**config.mk**
```make
export PLATFORM = sky130hd
export DESIGN_NAME = graph_depth_first_walk
export DESIGN_NICKNAME = d
export VERILOG_FILES = /design/src/rtl/gdfw_pkg.sv /design/src/rtl/gdfw_ctrl.sv /design/src/rtl/gdfw_dp.sv /design/src/rtl/graph_depth_first_walk.sv
export VERILOG_INCLUDE_DIRS = /design/src /design/src/rtl
export SDC_FILE = /design/constraint.sdc
export NUM_CORES = 1
export LEC_CHECK = 0
export ABC_AREA = 0
export BUFFER_PORTS_ARGS = -buffer_cell sky130_fd_sc_hd__clkbuf_2
export CAP_MARGIN = 20
export CORE_MARGIN = 2
export CORE_UTILIZATION = 50
export DETAILED_ROUTE_END_ITERATION = 7
export GPL_TIMING_DRIVEN = 0
export PLACE_DENSITY = 0.66
export SYNTH_ARGS = -nofsm -noshare
export SYNTH_HDL_FRONTEND = slang
export SYNTH_SLANG_ARGS = --single-unit
export TNS_END_PERCENT = 50
```
**constraint.sdc**
```tcl
create_clock -name clk -period 7.3 [get_ports clk]
set_input_delay 1.46 -clock clk [delete_from_list [all_inputs] [get_ports clk]]
set_output_delay 1.46 -clock clk [all_outputs]
set_load 0.02 [all_outputs]
```
**src/rtl/graph_depth_first_walk_assert.svh**
```systemverilog
// Assertion macros shared by the depth-first walk modules.
// Each macro expands to one labelled concurrent assertion clocked on clk with arst_n.
`ifndef GRAPH_DEPTH_FIRST_WALK_ASSERT_SVH
`define GRAPH_DEPTH_FIRST_WALK_ASSERT_SVH

// The antecedent implies the consequent in the same cycle.
`define GDFW_ASSERT_SAME(label, ante, cons, msg) \
	label: assert property (@(posedge clk) disable iff (!arst_n) (ante) |-> (cons)) \
		else $error(msg);

// The antecedent implies the consequent in the next cycle.
`define GDFW_ASSERT_NEXT(label, ante, cons, msg) \
	label: assert property (@(posedge clk) disable iff (!arst_n) (ante) |=> (cons)) \
		else $error(msg);

// The condition never holds.
`define GDFW_ASSERT_NEVER(label, cond, msg) \
	label: assert property (@(posedge clk) disable iff (!arst_n) !(cond)) \
		else $error(msg);

`endif

```
**src/rtl/gdfw_pkg.sv**
```systemverilog
// Shared types, constants and helper functions for the depth-first walk block.
// Used by gdfw_ctrl, gdfw_dp and graph_depth_first_walk; depends on nothing.
package gdfw_pkg;

	localparam int MAX_VERTICES = 16;
	localparam int VIDX_W       = 4;
	localparam int VNUM_W       = 5;
	localparam int IN_DATA_W    = 32;
	localparam int OUT_DATA_W   = 8;

	localparam logic OP_LOAD  = 1'b0;
	localparam logic OP_START = 1'b1;

	localparam logic [VNUM_W-1:0] COUNT_RESET = 5'd16;

	typedef struct packed {
		logic load_row;
		logic start;
		logic step;
		logic emit_err;
	} gdfw_cmd_t;

	typedef struct packed {
		logic start_ok;
		logic found;
		logic depth_one;
		logic depth_empty;
		logic out_free;
	} gdfw_sts_t;

	// Encodes a one-hot vertex mask into its zero-based index.
	function automatic logic [VIDX_W-1:0] onehot_index(input logic [MAX_VERTICES-1:0] onehot);
		logic [VIDX_W-1:0] idx;
		idx = '0;
		for (int i = 0; i < MAX_VERTICES; i++) begin
			idx = idx | ({VIDX_W{onehot[i]}} & VIDX_W'(i));
		end
		return idx;
	endfunction

endpackage

```
**src/rtl/gdfw_ctrl.sv**
```systemverilog
// Controller state machine of the depth-first walk: input handshake and walk sequencing.
// Depends on gdfw_pkg; drives gdfw_dp through command and status structs.
module gdfw_ctrl (
	input  logic              clk,
	input  logic              arst_n,
	input  logic              s_tvalid,
	output logic              s_tready,
	input  logic              op,
	input  gdfw_pkg::gdfw_sts_t sts,
	output gdfw_pkg::gdfw_cmd_t cmd
);

	localparam logic [1:0] ST_IDLE = 2'd0;
	localparam logic [1:0] ST_WALK = 2'd1;
	localparam logic [1:0] ST_ERR  = 2'd2;

	logic [1:0] state_q;
	logic [1:0] state_d;
	logic       accept;

	assign s_tready = (state_q == ST_IDLE);
	assign accept   = s_tvalid && s_tready;

	always_comb begin
		cmd          = '0;
		state_d      = state_q;
		case (state_q)
			ST_IDLE: begin
				if (accept) begin
					if (op == gdfw_pkg::OP_LOAD) begin
						cmd.load_row = 1'b1;
					end else if (sts.start_ok) begin
						cmd.start = 1'b1;
						state_d   = ST_WALK;
					end else begin
						state_d = ST_ERR;
					end
				end
			end
			ST_WALK: begin
				// One stack step per cycle, held while the output word is still waiting.
				if (sts.out_free) begin
					cmd.step = 1'b1;
					if (!sts.found && sts.depth_one) begin
						state_d = ST_IDLE;
					end
				end
			end
			ST_ERR: begin
				if (sts.out_free) begin
					cmd.emit_err = 1'b1;
					state_d      = ST_IDLE;
				end
			end
			default: begin
				state_d = ST_IDLE;
			end
		endcase
	end

	always_ff @(posedge clk or negedge arst_n) begin
		if (!arst_n) begin
			state_q <= ST_IDLE;
		end else begin
			state_q <= state_d;
		end
	end

	`include "graph_depth_first_walk_assert.svh"

	`GDFW_ASSERT_NEVER(a_walk_has_stack, (state_q == ST_WALK) && sts.depth_empty, "walk with empty stack")
	`GDFW_ASSERT_NEXT(a_err_leaves_idle, accept && (op == gdfw_pkg::OP_START) && !sts.start_ok, state_q == ST_ERR, "bad start not flagged")

endmodule

```
**src/rtl/gdfw_dp.sv**
```systemverilog
// Datapath of the depth-first walk: adjacency rows, visited map, vertex stack and output word.
// Depends on gdfw_pkg; sequenced by gdfw_ctrl through command and status structs.
module gdfw_dp (
	input  logic                               clk,
	input  logic                               arst_n,
	input  logic                               cfg_wen,
	input  logic [gdfw_pkg::VNUM_W-1:0]        cfg_wdata,
	input  logic [gdfw_pkg::IN_DATA_W-1:0]     s_tdata,
	input  gdfw_pkg::gdfw_cmd_t                cmd,
	output gdfw_pkg::gdfw_sts_t                sts,
	output logic                               m_tvalid,
	input  logic                               m_tready,
	output logic [gdfw_pkg::OUT_DATA_W-1:0]    m_tdata,
	output logic                               m_tuser,
	output logic                               m_tlast
);

	localparam int NV = gdfw_pkg::MAX_VERTICES;
	localparam int IW = gdfw_pkg::VIDX_W;
	localparam int CW = gdfw_pkg::VNUM_W;

	logic [CW-1:0] count_q;
	logic [NV-1:0] adj_q [NV];
	logic [NV-1:0] visited_q;
	logic [IW-1:0] stack_q [NV];
	logic [CW-1:0] depth_q;
	logic [CW-1:0] pend_q;

	logic          out_valid_q;
	logic [CW-1:0] out_vertex_q;
	logic          out_err_q;
	logic          out_last_q;

	logic [IW-1:0] row_index;
	logic [NV-1:0] row_bits;
	logic [CW-1:0] start_vertex;
	logic [CW-1:0] eff_count;
	logic [NV-1:0] count_mask;
	logic [CW-1:0] depth_m1;
	logic [IW-1:0] top_idx;
	logic [NV-1:0] cand;
	logic [NV-1:0] pick;
	logic [IW-1:0] next_idx;
	logic          found;
	logic          depth_one;
	logic          step_emit;

	assign row_index    = s_tdata[3:0];
	assign row_bits     = s_tdata[19:4];
	assign start_vertex = s_tdata[24:20];

	assign eff_count = (count_q > CW'(NV)) ? CW'(NV) : count_q;

	always_comb begin
		for (int i = 0; i < NV; i++) begin
			count_mask[i] = (CW'(i) < eff_count);
		end
	end

	// The stack top's row, less visited and unused vertices; the lowest set bit is taken.
	assign depth_m1  = depth_q - CW'(1);
	assign top_idx   = stack_q[depth_m1[IW-1:0]];
	assign cand      = adj_q[top_idx] & ~visited_q & count_mask;
	assign pick      = cand & (~cand + NV'(1));
	assign next_idx  = gdfw_pkg::onehot_index(pick);
	assign found     = |cand;
	assign depth_one = (depth_q == CW'(1));
	assign step_emit = cmd.step && (found || depth_one);

	assign sts.start_ok    = (start_vertex != '0) && (start_vertex <= eff_count);
	assign sts.found       = found;
	assign sts.depth_one   = depth_one;
	assign sts.depth_empty = (depth_q == '0);
	assign sts.out_free    = !out_valid_q || m_tready;

	always_ff @(posedge clk or negedge arst_n) begin
		if (!arst_n) begin
			count_q <= gdfw_pkg::COUNT_RESET;
		end else if (cfg_wen) begin
			count_q <= cfg_wdata;
		end
	end

	always_ff @(posedge clk or negedge arst_n) begin
		if (!arst_n) begin
			for (int i = 0; i < NV; i++) begin
				adj_q[i] <= '0;
			end
		end else if (cmd.load_row) begin
			adj_q[row_index] <= row_bits;
		end
	end

	always_ff @(posedge clk or negedge arst_n) begin
		if (!arst_n) begin
			visited_q   <= '0;
			depth_q     <= '0;
			out_valid_q <= 1'b0;
		end else begin
			if (cmd.start) begin
				visited_q <= NV'(1) << start_vertex[IW-1:0] - IW'(1);
				depth_q   <= CW'(1);
			end else if (cmd.step) begin
				if (found) begin
					visited_q <= visited_q | pick;
					if (depth_q < CW'(NV)) begin
						depth_q <= depth_q + CW'(1);
					end
				end else begin
					depth_q <= depth_m1;
				end
			end
			if (step_emit || cmd.emit_err) begin
				out_valid_q <= 1'b1;
			end else if (m_tready) begin
				out_valid_q <= 1'b0;
			end
		end
	end

	// Stack entries and the held word are payload and need no reset.
	always_ff @(posedge clk) begin
		if (cmd.start) begin
			stack_q[0] <= start_vertex[IW-1:0] - IW'(1);
			pend_q     <= start_vertex;
		end else if (cmd.step && found) begin
			if (depth_q < CW'(NV)) begin
				stack_q[depth_q[IW-1:0]] <= next_idx;
			end
			pend_q <= CW'(next_idx) + CW'(1);
		end
		// A vertex is sent only once the next discovery or the final pop shows whether it is last.
		if (cmd.emit_err) begin
			out_vertex_q <= '0;
			out_err_q    <= 1'b1;
			out_last_q   <= 1'b1;
		end else if (step_emit) begin
			out_vertex_q <= pend_q;
			out_err_q    <= 1'b0;
			out_last_q   <= !found;
		end
	end

	assign m_tvalid = out_valid_q;
	assign m_tdata  = {{(gdfw_pkg::OUT_DATA_W - CW){1'b0}}, out_vertex_q};
	assign m_tuser  = out_err_q;
	assign m_tlast  = out_last_q;

	`include "graph_depth_first_walk_assert.svh"

	`GDFW_ASSERT_NEVER(a_depth_bound, depth_q > CW'(NV), "stack depth above vertex limit")
	`GDFW_ASSERT_NEXT(a_final_pop_last, cmd.step && !found && depth_one, m_tvalid && m_tlast, "final pop sent no last word")
	`GDFW_ASSERT_NEXT(a_start_one_visited, cmd.start, $onehot(visited_q) && (depth_q == CW'(1)), "start did not seed the walk")

endmodule

```
**src/rtl/graph_depth_first_walk.sv**
```systemverilog
// Depth-first walk over an adjacency matrix of up to 16 vertices. A load word writes one row.
// A start word seeds the stack with its vertex; the walk then takes one stack step a cycle
// while the output word is free, each step scanning the stack top's neighbour row. The first
// step sends the start vertex. The next word is taken once the walk's last word is registered.
// Reset clears all adjacency rows, empties the stack and sets the vertex count to 16.
// Top level; depends on gdfw_pkg, gdfw_ctrl and gdfw_dp.
module graph_depth_first_walk (
	input  logic        clk,
	input  logic        arst_n,
	input  logic        cfg_wen,
	input  logic [4:0]  cfg_wdata,  // vertex_count
	input  logic        s_tvalid,
	output logic        s_tready,
	input  logic [31:0] s_tdata,    // row_index[3:0], row_bits[19:4], start_vertex[24:20]
	input  logic        s_tuser,    // operation
	output logic        m_tvalid,
	input  logic        m_tready,
	output logic [7:0]  m_tdata,    // visited_vertex[4:0]
	output logic        m_tuser,    // status
	output logic        m_tlast     // last
);

	gdfw_pkg::gdfw_cmd_t cmd;
	gdfw_pkg::gdfw_sts_t sts;

	gdfw_ctrl u_ctrl (
		.clk      (clk),
		.arst_n   (arst_n),
		.s_tvalid (s_tvalid),
		.s_tready (s_tready),
		.op       (s_tuser),
		.sts      (sts),
		.cmd      (cmd)
	);

	gdfw_dp u_dp (
		.clk       (clk),
		.arst_n    (arst_n),
		.cfg_wen   (cfg_wen),
		.cfg_wdata (cfg_wdata),
		.s_tdata   (s_tdata),
		.cmd       (cmd),
		.sts       (sts),
		.m_tvalid  (m_tvalid),
		.m_tready  (m_tready),
		.m_tdata   (m_tdata),
		.m_tuser   (m_tuser),
		.m_tlast   (m_tlast)
	);

endmodule
```
==> metrics <==
most frequent cells in the layout=284 x dfrtp_1, 266 x mux2_2, 211 x nand2_1; CP Capture Type=register; Max Clock Freq=between 100 and 150 MHz; Synth cell types=about 80; n_diodes=0; GRT overflow=0; clk slew on worst S/H paths=roughly 60 ps; most common cell after layout, fill and taps aside=dfrtp_1; RSZ-0062 raised after global routing=true; post-route design area=0.0201 mm2; total track usage=between 20 and 30%; Die W=192 um; synthesized area=~0.018 mm2; Synth Warn #=0; TritonRoute pass-1 iters=7; CTS Root Cell=clkbuf_16; slowest stage cell, crit path=nor4_1; crit-path cells=buf_2, inv_1, ha_1, clkbuf_2, buf_2, buf_4, mux4_2, mux4_2, buf_2, clkbuf_1, clkbuf_1, nand4_1, a211oi_1, nor3_2, nand4_4, nand3b_2, buf_2, nor4_1; # IOs=55; DRT iter0 DRCs=1178; core area=~0.035 mm2; Yosys top cell area share=40.1%; Max Slew Vio Count=0; Primary FF master, synth=dfrtp_1; CP arrival=around 7200 ps; Tmin final=approximately 7000 ps; die height=192 um; synthesized instance count=around 1500; largest net degree at the start of global routing=114; Initial Utilization=about half; Crit path max-delay family=buffers and inverters; vias in the first global route=~13000; layout cells sized above 1=approximately 30%; dominant cell type by area after synthesis=dfrtp_1; worst rel slew slack=21.0%; buffers and inverters on the worst path=9; Max Cap Viol=0; vias after detailed routing=roughly 13000; worst clock skew=17.4 ps; placed cell area=approximately 0.019 mm2; TritonCTS clock tree=built; Post-synth EDFFs=69; CTS H-tree lvls=2; initial antenna violation count=0; Routed Antenna Nets=0; HPWL after detailed placement=~34000 um; max incr delay on CP=~830 ps; WL final=50000 um; drt wl/cell=roughly 24 um; total CTS buffers=41; GPL Wtd Cong=roughly 0.89; GR Util met3=5.23%; Max Buffers Root-to-Sink=3; GRT met2 Usage=44.4%; final setup vio count=0; met1 usage=37.9%; clock sink count=361; post-route clock period utilization=between 90% and 100%; GRT busiest layer=met2; Setup crit start kind=register; CP most frequent cell=buf_2; first-pass GRT wire length=a little under 80000 um; # DRC=0; FF+latch count, synth=around 360; Data required, critical path=roughly 7500 ps; Synth async-reset ratio=roughly 79%; HP Class=reg2reg; outcome=finished, final reports clean; Syn-to-layout area delta=13.3%; Via density=approximately 6; layout net count=about 1600; Mean Syn Cell Area=around 12 um2; fillers=about 2900; Clock Latency Late Sink=between 500 and 600 ps; sequential area share after synthesis=between 50% and 60%; Rows=roughly 70; Fin. Hold Viols=0; critical path type=reg2reg; worst-path fanout max=10; synth top area cells=dfrtp_1 40%, mux2_2 17%, edfxtp_1 12%, mux2i_1 4.7%, nand2_1 4.5%; die area=between 0.03 and 0.04 mm2; IO Port Bufs=42; Worst Tran Pin Value=1190 ps
stage by stage:
step                      cells  setup TNS (ps)  util, %  hold slack (ps)  worst slack [ps]
after floorplan            1480               0        -              442              2170
after global placement     1977         -373280     53.3              460             -1310
after detailed placement   1982           -4320     53.6              459              -236
after CTS                  2057               0     57.7              475              86.2
after global routing       2059           -78.7     57.8              487             -21.0
final                      2059               0     57.8              477               266
layout make-up:
class	instances	area, um2	area share [%]
plain buffers	105	490	2.45
repair buffers	49	308	1.53
flip-flops and latches	361	9350	46.6
multi-input cells	1008	7920	39.5
well taps	455	569	2.84
clock buffers	57	1210	6.03
clock inverters	18	199	0.992
inverters	6	22.5	0.112
cell usage after synthesis (5+ instances only):
cell	n
dfrtp_1	284
mux2_2	266
nand2_1	211
mux2i_1	84
edfxtp_1	69
a21oi_1	68
clkbuf_1	64
nand3_1	63
nor2_1	49
a32oi_1	25
buf_2	23
a31oi_1	17
mux4_2	15
o21ai_0	15
ha_1	14
nand2b_1	14
nor3_1	14
nor2b_1	12
nor4_1	12
and3_1	10
a221oi_1	8
buf_4	7
dfxtp_1	7
a211oi_1	6
nand4b_1	6
o211ai_1	6
a22o_1	5
buf_1	5
buf_6	5
inv_1	5
nand4_1	5
nor4b_1	5
o31ai_1	5
xnor2_1	5
kinds of logic after synthesis:
kind of cell	count (synthesis)	synth area share [%]
other cells	1	0.0212
simple gates	429	11.8
fa+ha+maj	14	0.989
flops	361	52.8
mux	366	23.7
xor+xnor	10	0.686
buf+inv	111	2.88
compound gates	186	7.21
sequential cells by signal, summed over array words and instances (netlist names):
name,flops
u_ctrl.state_q,2
u_dp.adj_q,256
u_dp.count_q,5
u_dp.depth_q,5
u_dp.m_tlast,1
u_dp.m_tuser,1
u_dp.m_tvalid,1
u_dp.out_vertex_q,5
u_dp.pend_q,5
u_dp.stack_q,64
u_dp.visited_q,16
worst paths after layout:
kind / endpoint / start / slack, ps / cells after the start
worst max-delay path: u_dp.stack_q[5][2] / u_dp.depth_q[0] / 270 / 18
worst min-delay path: u_dp.out_vertex_q[3] / u_dp.out_vertex_q[3] / 480 / 1
worst max register to register: u_dp.stack_q[5][2] / u_dp.depth_q[0] / 270 / 18
worst min register to register: u_dp.out_vertex_q[3] / u_dp.out_vertex_q[3] / 480 / 1
max in group asynchronous: u_dp.adj_q[74] / arst_n / 4950 / 3
min in group asynchronous: u_dp.adj_q[211] / arst_n / 900 / 1
layer usage:
metal	share of wire, %	vias to the layer above
li1	-	5601
met1	43	6454
met2	47	446
met3	6.4	112
met4	3.7	0
met5	0	-
what timing repair did:
item,CTS,global route
endpoints found under the setup margin,36,74
gates resized for setup,3,11
cloned,0,0
hold buffers,0,0
setup buffers,0,0
Power is not shown: default switching activity piles up to over one toggle a cycle in this logic, so the estimate is an artifact.
